$ cat src/hw/rtl/bsd_pkg.sv
// bsd_pkg: types, codes and constants shared by the 24-bit bitmap stream decoder
// no dependencies; imported by every module of the decoder
`timescale 1ns / 1ps
`default_nettype none

package bsd_pkg;

   localparam int unsigned BYTE_W   = 8;
   localparam int unsigned DIM_OUT_W = 13;

   // file signature
   localparam logic [BYTE_W-1:0] SIG_FIRST  = 8'h42;
   localparam logic [BYTE_W-1:0] SIG_SECOND = 8'h4D;

   // header byte offsets
   localparam int unsigned HPOS_W = 6;
   localparam logic [HPOS_W-1:0] SIG_FIRST_POS  = 6'd0;
   localparam logic [HPOS_W-1:0] SIG_SECOND_POS = 6'd1;
   localparam logic [HPOS_W-1:0] WIDTH_POS      = 6'd18;
   localparam logic [HPOS_W-1:0] HEIGHT_POS     = 6'd22;
   localparam logic [HPOS_W-1:0] HEIGHT_END     = 6'd26;
   localparam logic [HPOS_W-1:0] HDR_LAST_POS   = 6'd53;

   typedef enum logic [2:0] {
      PH_IDLE,
      PH_HEADER,
      PH_PIXELS,
      PH_PAD,
      PH_DONE
   } phase_type;

   typedef enum logic [1:0] {
      KIND_PIXEL    = 2'd0,
      KIND_HEADER   = 2'd1,
      KIND_NOT_BMP  = 2'd2,
      KIND_OVERSIZE = 2'd3
   } kind_type;

   typedef struct packed {
      logic [BYTE_W-1:0] data_byte;
      logic              first_of_file;
   } req_item_type;

   typedef struct packed {
      kind_type             kind;
      logic [BYTE_W-1:0]    red;
      logic [BYTE_W-1:0]    green;
      logic [BYTE_W-1:0]    blue;
      logic [DIM_OUT_W-1:0] image_width;
      logic [DIM_OUT_W-1:0] image_height;
      logic                 last_pixel;
   } rsp_item_type;

   // pipeline advance handshake between stages
   typedef struct packed {
      logic advance;
      logic step;
   } pipe_ctl_type;

endpackage

`default_nettype wire

$ cat src/hw/rtl/bsd_in_reg.sv
// bsd_in_reg: input register of the bitmap stream decoder
// depends on bsd_pkg for the input item type
`timescale 1ns / 1ps
`default_nettype none

module bsd_in_reg (
   input  wire                   clock,
   input  wire                   reset,
   input  wire                   load,
   input  wire                   advance,
   input  bsd_pkg::req_item_type item,
   output logic                  valid,
   output bsd_pkg::req_item_type held
);
   import bsd_pkg::*;

   logic         valid_ff, valid_in;
   req_item_type item_ff;

   always_comb begin
      valid_in = valid_ff;
      if (load) begin
         valid_in = 1'b1;
      end else if (advance) begin
         valid_in = 1'b0;
      end
   end

   always_ff @(posedge clock) begin
      if (reset) begin
         valid_ff <= 1'b0;
      end else begin
         valid_ff <= valid_in;
      end
   end

   always_ff @(posedge clock) begin
      if (load) begin
         item_ff <= item;
      end
   end

   assign valid = valid_ff;
   assign held  = item_ff;

endmodule

`default_nettype wire

$ cat src/hw/rtl/bsd_parser.sv
// bsd_parser: file state and per-byte decoding of header, pixels and row padding
// depends on bsd_pkg for phases, result kinds and header offsets
`timescale 1ns / 1ps
`default_nettype none

module bsd_parser #(
   parameter int unsigned MAX_DIM = 4096
) (
   input  wire                   clock,
   input  wire                   reset,
   input  bsd_pkg::pipe_ctl_type ctl,
   input  bsd_pkg::req_item_type item,
   output logic                  res_valid,
   output bsd_pkg::rsp_item_type res
);
   import bsd_pkg::*;

   localparam int unsigned DIM_W = $clog2(MAX_DIM + 1);

   phase_type          phase_ff, phase_in, phase_e;
   logic [HPOS_W-1:0]  hpos_ff, hpos_in, hpos_e;
   logic [31:0]        width_ff, width_in, width_e;
   logic [31:0]        height_ff, height_in, height_e;
   logic [DIM_W-1:0]   col_ff, col_in, col_next;
   logic [DIM_W-1:0]   row_ff, row_in, row_next;
   logic [1:0]         bip_ff, bip_in;
   logic [1:0]         pad_ff, pad_in, pad_dec;
   logic [BYTE_W-1:0]  blue_ff, blue_in;
   logic [BYTE_W-1:0]  green_ff, green_in;
   logic [HPOS_W-1:0]  wlane_sum, hlane_sum;
   logic [BYTE_W-1:0]  b;
   logic               sig_bad, dim_bad;

   assign b = item.data_byte;

   // a start byte restarts the file at offset zero with cleared words
   always_comb begin
      phase_e  = item.first_of_file ? PH_HEADER : phase_ff;
      hpos_e   = item.first_of_file ? '0 : hpos_ff;
      width_e  = item.first_of_file ? '0 : width_ff;
      height_e = item.first_of_file ? '0 : height_ff;
   end

   always_comb begin
      wlane_sum = hpos_e - WIDTH_POS;
      hlane_sum = hpos_e - HEIGHT_POS;
      sig_bad   = (hpos_e == SIG_FIRST_POS && b != SIG_FIRST)
               || (hpos_e == SIG_SECOND_POS && b != SIG_SECOND);
      dim_bad   = width_e == '0 || width_e > 32'(MAX_DIM)
               || height_e == '0 || height_e > 32'(MAX_DIM);
      col_next  = col_ff + DIM_W'(1);
      row_next  = row_ff + DIM_W'(1);
      pad_dec   = pad_ff - {1'b0, pad_ff != 2'd0};
   end

   always_comb begin
      phase_in  = phase_e;
      hpos_in   = hpos_e;
      width_in  = width_e;
      height_in = height_e;
      col_in    = item.first_of_file ? '0 : col_ff;
      row_in    = item.first_of_file ? '0 : row_ff;
      bip_in    = item.first_of_file ? '0 : bip_ff;
      pad_in    = item.first_of_file ? '0 : pad_ff;
      blue_in   = blue_ff;
      green_in  = green_ff;
      res_valid = 1'b0;
      res       = '0;
      unique case (phase_e)
         PH_HEADER: begin
            if (sig_bad) begin
               phase_in  = PH_DONE;
               res_valid = 1'b1;
               res.kind  = KIND_NOT_BMP;
            end else begin
               if (hpos_e >= WIDTH_POS && hpos_e < HEIGHT_POS) begin
                  width_in[8*wlane_sum[1:0] +: 8] = b;
               end else if (hpos_e >= HEIGHT_POS && hpos_e < HEIGHT_END) begin
                  height_in[8*hlane_sum[1:0] +: 8] = b;
               end
               if (hpos_e != HDR_LAST_POS) begin
                  hpos_in = hpos_e + HPOS_W'(1);
               end else if (dim_bad) begin
                  phase_in  = PH_DONE;
                  res_valid = 1'b1;
                  res.kind  = KIND_OVERSIZE;
               end else begin
                  phase_in         = PH_PIXELS;
                  col_in           = '0;
                  row_in           = '0;
                  bip_in           = '0;
                  res_valid        = 1'b1;
                  res.kind         = KIND_HEADER;
                  res.image_width  = width_e[DIM_OUT_W-1:0];
                  res.image_height = height_e[DIM_OUT_W-1:0];
               end
            end
         end
         PH_PIXELS: begin
            if (bip_ff == 2'd0) begin
               blue_in = b;
               bip_in  = 2'd1;
            end else if (bip_ff == 2'd1) begin
               green_in = b;
               bip_in   = 2'd2;
            end else begin
               bip_in    = 2'd0;
               res_valid = 1'b1;
               res.kind  = KIND_PIXEL;
               res.red   = b;
               res.green = green_ff;
               res.blue  = blue_ff;
               // dimensions were checked against the limit, so they fit the counters
               if (col_next >= width_e[DIM_W-1:0]) begin
                  col_in = '0;
                  row_in = row_next;
                  pad_in = width_e[1:0];
                  if (row_next >= height_e[DIM_W-1:0]) begin
                     res.last_pixel = 1'b1;
                     phase_in       = PH_DONE;
                  end else if (width_e[1:0] != 2'd0) begin
                     phase_in = PH_PAD;
                  end
               end else begin
                  col_in = col_next;
               end
            end
         end
         PH_PAD: begin
            pad_in = pad_dec;
            if (pad_dec == 2'd0) begin
               phase_in = PH_PIXELS;
            end
         end
         PH_IDLE, PH_DONE: begin
         end
         default: begin
         end
      endcase
   end

   always_ff @(posedge clock) begin
      if (reset) begin
         phase_ff  <= PH_IDLE;
         hpos_ff   <= '0;
         width_ff  <= '0;
         height_ff <= '0;
         col_ff    <= '0;
         row_ff    <= '0;
         bip_ff    <= '0;
         pad_ff    <= '0;
      end else if (ctl.step) begin
         phase_ff  <= phase_in;
         hpos_ff   <= hpos_in;
         width_ff  <= width_in;
         height_ff <= height_in;
         col_ff    <= col_in;
         row_ff    <= row_in;
         bip_ff    <= bip_in;
         pad_ff    <= pad_in;
      end
   end

   always_ff @(posedge clock) begin
      if (ctl.step) begin
         blue_ff  <= blue_in;
         green_ff <= green_in;
      end
   end

endmodule

`default_nettype wire

$ cat src/hw/rtl/bsd_out_reg.sv
// bsd_out_reg: result register that holds a beat until the consumer takes it
// depends on bsd_pkg for the result item type
`timescale 1ns / 1ps
`default_nettype none

module bsd_out_reg (
   input  wire                   clock,
   input  wire                   reset,
   input  wire                   ready,
   input  bsd_pkg::pipe_ctl_type ctl,
   input  wire                   res_valid,
   input  bsd_pkg::rsp_item_type res,
   output logic                  valid,
   output logic                  advance,
   output bsd_pkg::rsp_item_type held
);
   import bsd_pkg::*;

   logic         valid_ff, valid_in;
   rsp_item_type res_ff;

   // the register frees up when empty or when its beat is taken this cycle
   assign advance = !valid_ff || ready;

   always_comb begin
      valid_in = valid_ff;
      if (ctl.advance) begin
         valid_in = ctl.step && res_valid;
      end
   end

   always_ff @(posedge clock) begin
      if (reset) begin
         valid_ff <= 1'b0;
      end else begin
         valid_ff <= valid_in;
      end
   end

   always_ff @(posedge clock) begin
      if (ctl.step && res_valid) begin
         res_ff <= res;
      end
   end

   assign valid = valid_ff;
   assign held  = res_ff;

endmodule

`default_nettype wire

$ cat src/hw/rtl/bmp24_stream_decoder_unit.sv
// channel  dir  signals                          beat holds
// req      in   req_tvalid/tready/tdata/tuser    one file byte, start-of-file flag
// rsp      out  rsp_tvalid/tready/tdata/tuser/   pixel, header or error report
//                tlast
//
// one byte per clock when the consumer keeps up; each byte waits in the input
// register while the parser decodes it, and its result goes to the result register.
// a byte that completes no pixel or header and finds no error yields no beat. a held
// result stalls both registers, so at most one byte waits. reset is synchronous and
// returns the decoder to idle; bytes are ignored until one arrives with the start flag.
//
// bmp24_stream_decoder_unit: top level of the 24-bit uncompressed bitmap decoder
// depends on bsd_pkg, bsd_in_reg, bsd_parser and bsd_out_reg
`timescale 1ns / 1ps
`default_nettype none

module bmp24_stream_decoder_unit #(
   parameter int unsigned MAX_DIM = 4096
) (
   input  wire         clock,
   input  wire         reset,
   input  wire         req_tvalid,
   output logic        req_tready,
   input  wire  [7:0]  req_tdata,   // [7:0] data_byte
   input  wire  [0:0]  req_tuser,   // [0] first_of_file
   output logic        rsp_tvalid,
   input  wire         rsp_tready,
   output logic [55:0] rsp_tdata,   // red, green, blue, image_width, image_height, zeros
   output logic [1:0]  rsp_tuser,   // [1:0] kind
   output logic        rsp_tlast    // last_pixel
);
   import bsd_pkg::*;

   req_item_type req_item, in_item;
   rsp_item_type res, out_item;
   pipe_ctl_type ctl;
   logic         in_valid, res_valid, advance, load;

   assign req_item.data_byte     = req_tdata;
   assign req_item.first_of_file = req_tuser[0];

   assign req_tready  = !in_valid || advance;
   assign load        = req_tvalid && req_tready;
   assign ctl.advance = advance;
   assign ctl.step    = advance && in_valid;

   bsd_in_reg u_in_reg (
      .clock   (clock),
      .reset   (reset),
      .load    (load),
      .advance (advance),
      .item    (req_item),
      .valid   (in_valid),
      .held    (in_item)
   );

   bsd_parser #(
      .MAX_DIM (MAX_DIM)
   ) u_parser (
      .clock     (clock),
      .reset     (reset),
      .ctl       (ctl),
      .item      (in_item),
      .res_valid (res_valid),
      .res       (res)
   );

   bsd_out_reg u_out_reg (
      .clock     (clock),
      .reset     (reset),
      .ready     (rsp_tready),
      .ctl       (ctl),
      .res_valid (res_valid),
      .res       (res),
      .valid     (rsp_tvalid),
      .advance   (advance),
      .held      (out_item)
   );

   assign rsp_tdata = {6'd0, out_item.image_height, out_item.image_width,
                       out_item.blue, out_item.green, out_item.red};
   assign rsp_tuser = out_item.kind;
   assign rsp_tlast = out_item.last_pixel;

endmodule

`default_nettype wire

$ cat config.mk
export PLATFORM = sky130hd
export DESIGN_NAME = bmp24_stream_decoder_unit
export DESIGN_NICKNAME = d
export VERILOG_FILES = /design/src/hw/rtl/bsd_pkg.sv /design/src/hw/rtl/bsd_in_reg.sv /design/src/hw/rtl/bsd_parser.sv /design/src/hw/rtl/bsd_out_reg.sv /design/src/hw/rtl/bmp24_stream_decoder_unit.sv
export SDC_FILE = /design/constraint.sdc
export NUM_CORES = 1
export LEC_CHECK = 0
export BUFFER_PORTS_ARGS = -buffer_cell sky130_fd_sc_hd__buf_2
export CAP_MARGIN = 30
export CORE_ASPECT_RATIO = 0.7
export CORE_MARGIN = 5
export CORE_UTILIZATION = 54
export DETAILED_ROUTE_END_ITERATION = 12
export PLACE_DENSITY = 0.8
export SLEW_MARGIN = 20
export SYNTH_ARGS = -nofsm -noshare
export SYNTH_HDL_FRONTEND = slang
export SYNTH_SLANG_ARGS = --single-unit
$ cat constraint.sdc
create_clock -name clock -period 4.9 [get_ports clock]
set_input_delay 0.49 -clock clock [delete_from_list [all_inputs] [get_ports clock]]
set_output_delay 0.49 -clock clock [all_outputs]
set_load 0.03 [all_outputs]
==> flow_metrics.tcl <==
set metrics [dict create \
    drtPass1Iterations 5 \
    syn_inst 798 \
    syn_area_per_cell_um2 10.4 \
    cts.sinks 183 \
    rr_worst_depth 13 \
    crit_family "compound AO/OA/AOI/OAI gates" \
    crit_required_ns 5.27 \
    dp_cells 1037 \
    r2r_start "u_parser.col_ff[0]$_SDFFE_PP0P_" \
    core_um2 15300 \
    post_cts_resize_count 0 \
    ant_nets 0 \
    slew_headroom 0.384 \
    gp_congestion 0.985 \
    wl_per_cell_um 19.0 \
    antenna_cells 0 \
    grt_max_degree 48 \
    cts_max_path_buffers 2 \
    start_kind "flip-flop" \
    worst_slew_pin_slew_ns 0.924 \
    cts_tree "yes" \
    synth_top_flop_cell "dfxtp_1" \
    crit_cells 13 \
    grt_pass1_vias 6134 \
    synthArstFlopShare 0 \
    fin_cells 1070 \
    period_share 0.801 \
    grt_pass1_wl_mm 32.9 \
    layout.nets 907 \
    num_vias 6578 \
    routed_wirelength_mm 20.3 \
    die_y_um 114 \
    synth-edff-count 78 \
    yosysWarnings 0 \
    dieArea_um2 18000 \
    finalPower_mw 3.09 \
    overflow 0 \
    start_util 0.543 \
    crit_fanout 11 \
    crit_path_end_kind "flip-flop" \
    cts_root_buffer "clkbuf_16" \
    endpoint "u_parser.row_ff[7]$_SDFFE_PP0P_" \
    clk_pin_slew_worst_paths_ns 0.06 \
    drv_slew 0 \
    ys_seq_elements 183 \
    h-tree-depth 4 \
    crit_buf_inv 0 \
    viasPerCell 6.15 \
    cpPeakStageDelay_ns 0.66 \
    p_leak_nw 3.48 \
    hpwl_mm 14.1 \
    clk_latency_ns 0.44 \
    antenna_found_initial 0 \
    crit_chain "ha_1 > and3_1 > nand3_1 > nor2_1 > nand3_1 > xnor2_1 > ha_1 > a21oi_1 > o21ai_0 > a21oi_1 > a21oi_1 > o31ai_2 > a32o_1" \
    cts_hold_buf 0 \
    ir_drop_mv 0.256 \
    drc_errors 0 \
    ys_types 61 \
    max_freq_mhz 255 \
    row_count 38 \
    grt_setup_unrepaired "false" \
    cts_buffers 17 \
    hp-class "in -> reg" \
    hold_viol 0 \
    cpMostUsedCell "a21oi_1" \
    p_per_area_nw_per_um2 329 \
    port_buffers 67 \
    fillers 1240 \
    synth-seq-area-share 0.535 \
    fin_skew_ns 0.00854 \
    outcome "finished clean" \
    cp_slowest_cell "o31ai_2" \
    drive_gt1_frac 0.141 \
    synth_area_um2 8310 \
    post_cts_buffers 0 \
    timing.critical_path.from "u_parser.col_ff[0]$_SDFFE_PP0P_" \
    area_growth_pct 13.1 \
    hold_ws_ns 0.229 \
    drt-initial-drc-count 813 \
    gr-usage-all-layers 0.233 \
    setup_viol 0 \
    reg2reg_slack_ns 0.97 \
    dieWidth_um 158 \
    crit_arrival_ns 4.30 \
    min_period_ns 3.93 \
    crit_type "reg -> reg" \
    cap_violations 0 \
    r2r_end "u_parser.row_ff[7]$_SDFFE_PP0P_" \
    fin_tns_setup_ns 0 \
    ios 74 \
]
-- flip-flops by register name (all words and copies together), names as in the netlist, 2 cells and up --
| name | count |
|---|---|
| u_in_reg.held | 9 |
| u_parser.hpos_ff | 6 |
| u_parser.pad_ff | 2 |
| u_parser.row_ff | 13 |
| u_out_reg.held | 53 |
| u_parser.col_ff | 13 |
| u_parser.bip_ff | 2 |
| u_parser.height_ff | 32 |
| u_parser.blue_ff | 8 |
| u_parser.width_ff | 32 |
| u_parser.green_ff | 8 |
| u_parser.phase_ff | 3 |
-- metrics by stage --
stage	utilization	setup WS (ns)	area, µm²
after floorplan	-	0.224	8330
after global placement	0.576	1.26	8820
after detailed placement	0.577	1.09	8830
after CTS	0.614	1.03	9400
after global routing	0.614	0.642	9400
final	0.614	0.973	9400
-- cell families (layout without fill, tap and decap cells) --
| group | after synthesis | count (layout) | synth area share |
|---|---|---|---|
| fa+ha+maj | 37 | 37 | 0.0557 |
| other cells | 1 | 6 | 0.000451 |
| flops | 183 | 183 | 0.535 |
| mux | 4 | 4 | 0.00527 |
| compound gates | 180 | 180 | 0.157 |
| simple gates | 311 | 311 | 0.191 |
| buf+inv | 58 | 125 | 0.0298 |
| xor+xnor | 24 | 24 | 0.0253 |
-- how the worst min path moves through the flow --
stage / from / endpoint / slack [ns] / cells past startpoint
final: req_tdata[4] / u_in_reg.held[5]$_DFFE_PP_ / 0.23 / 1
after CTS: req_tdata[4] / u_in_reg.held[5]$_DFFE_PP_ / 0.22 / 1
after floorplan: u_in_reg.held[1]$_DFFE_PP_ / u_parser.blue_ff[0]$_DFFE_PP_ / 0.44 / 0
after detailed placement: u_parser.row_ff[11]$_SDFFE_PP0P_ / u_parser.row_ff[11]$_SDFFE_PP0P_ / 0.46 / 1
after global placement: u_parser.row_ff[11]$_SDFFE_PP0P_ / u_parser.row_ff[11]$_SDFFE_PP0P_ / 0.45 / 1
after global routing: req_tdata[3] / u_in_reg.held[4]$_DFFE_PP_ / 0.22 / 1
-- routing by layer --
metal | wire length [µm] | vias up | GRT usage | share of wire
li1 | - | 3088 | - | -
met1 | 9580 | 3135 | 0.356 | 0.47
met2 | 8470 | 314 | 0.327 | 0.42
met3 | 1780 | 41 | 0.0493 | 0.088
met4 | 469 | 0 | 0.0795 | 0.023
met5 | 0 | - | 0 | 0
-- final cells by class --
type,instances,area (µm²),area share
inverter,15,56.3,0.00599
clock buffer,18,429,0.0456
timing repair buffer,78,415,0.0442
multi-input combinational,562,3670,0.390
clock inverter,14,139,0.0148
tap,200,250,0.0266
sequential,183,4440,0.473
-- power by group --
| part | switching (mW) | leakage [nW] | internal (mW) |
|---|---|---|---|
| clock network | 0.611 | 0.273 | 0.713 |
| logic | 0.111 | 1.70 | 0.0300 |
| registers | 0.0209 | 1.50 | 1.61 |
| total | 0.743 | 3.48 | 2.35 |
-- synthesized netlist by cell type (7+ instances only) --
cell type | instances | area (µm²)
dfxtp_1 | 105 | 2100
edfxtp_1 | 78 | 2340
nand2_1 | 78 | 293
nor2_1 | 63 | 236
ha_1 | 37 | 463
a22o_1 | 36 | 315
a21oi_1 | 33 | 165
and2_1 | 30 | 188
and3_1 | 29 | 181
clkbuf_1 | 27 | 101
a22oi_1 | 23 | 173
o2bb2ai_1 | 21 | 184
nor4_1 | 20 | 125
o21ai_0 | 20 | 100
nand3_1 | 19 | 95.1
nor3_1 | 19 | 95.1
nor2b_1 | 17 | 106
xnor2_1 | 17 | 149
inv_1 | 14 | 52.6
a32o_1 | 10 | 100
o21ai_1 | 9 | 45.0
nand4_1 | 7 | 43.8
xor2_1 | 7 | 61.3
-- placed cells by master, fill, tap and decap left out, types with 3 or more instances in the layout --
cell,Yosys,routed
nand4_1,7,7
xnor2_1,17,17
a21oi_1,33,32
nor4_1,20,19
buf_4,6,10
nor2b_1,17,17
o21ai_0,20,20
a22oi_1,23,23
ha_1,37,37
a22o_1,36,36
nor3b_1,3,3
edfxtp_1,78,78
o21ai_1,9,9
clkinv_4,0,4
nor2_1,63,63
dfxtp_1,105,105
a32o_1,10,10
and2_1,30,30
clkbuf_16,0,17
nand2_1,78,78
buf_2,3,68
mux2_2,3,3
or3_1,5,5
inv_1,14,14
o2bb2ai_1,21,21
and4_1,5,5
o31ai_1,5,5
xor2_1,7,7
a221oi_1,3,3
and3_1,29,29
or4_1,6,6
conb_1,1,6
a31oi_1,3,3
nand3_1,19,19
inv_6,0,4
nor3_1,19,17
Note: power is estimated with default switching activity, not from simulation.
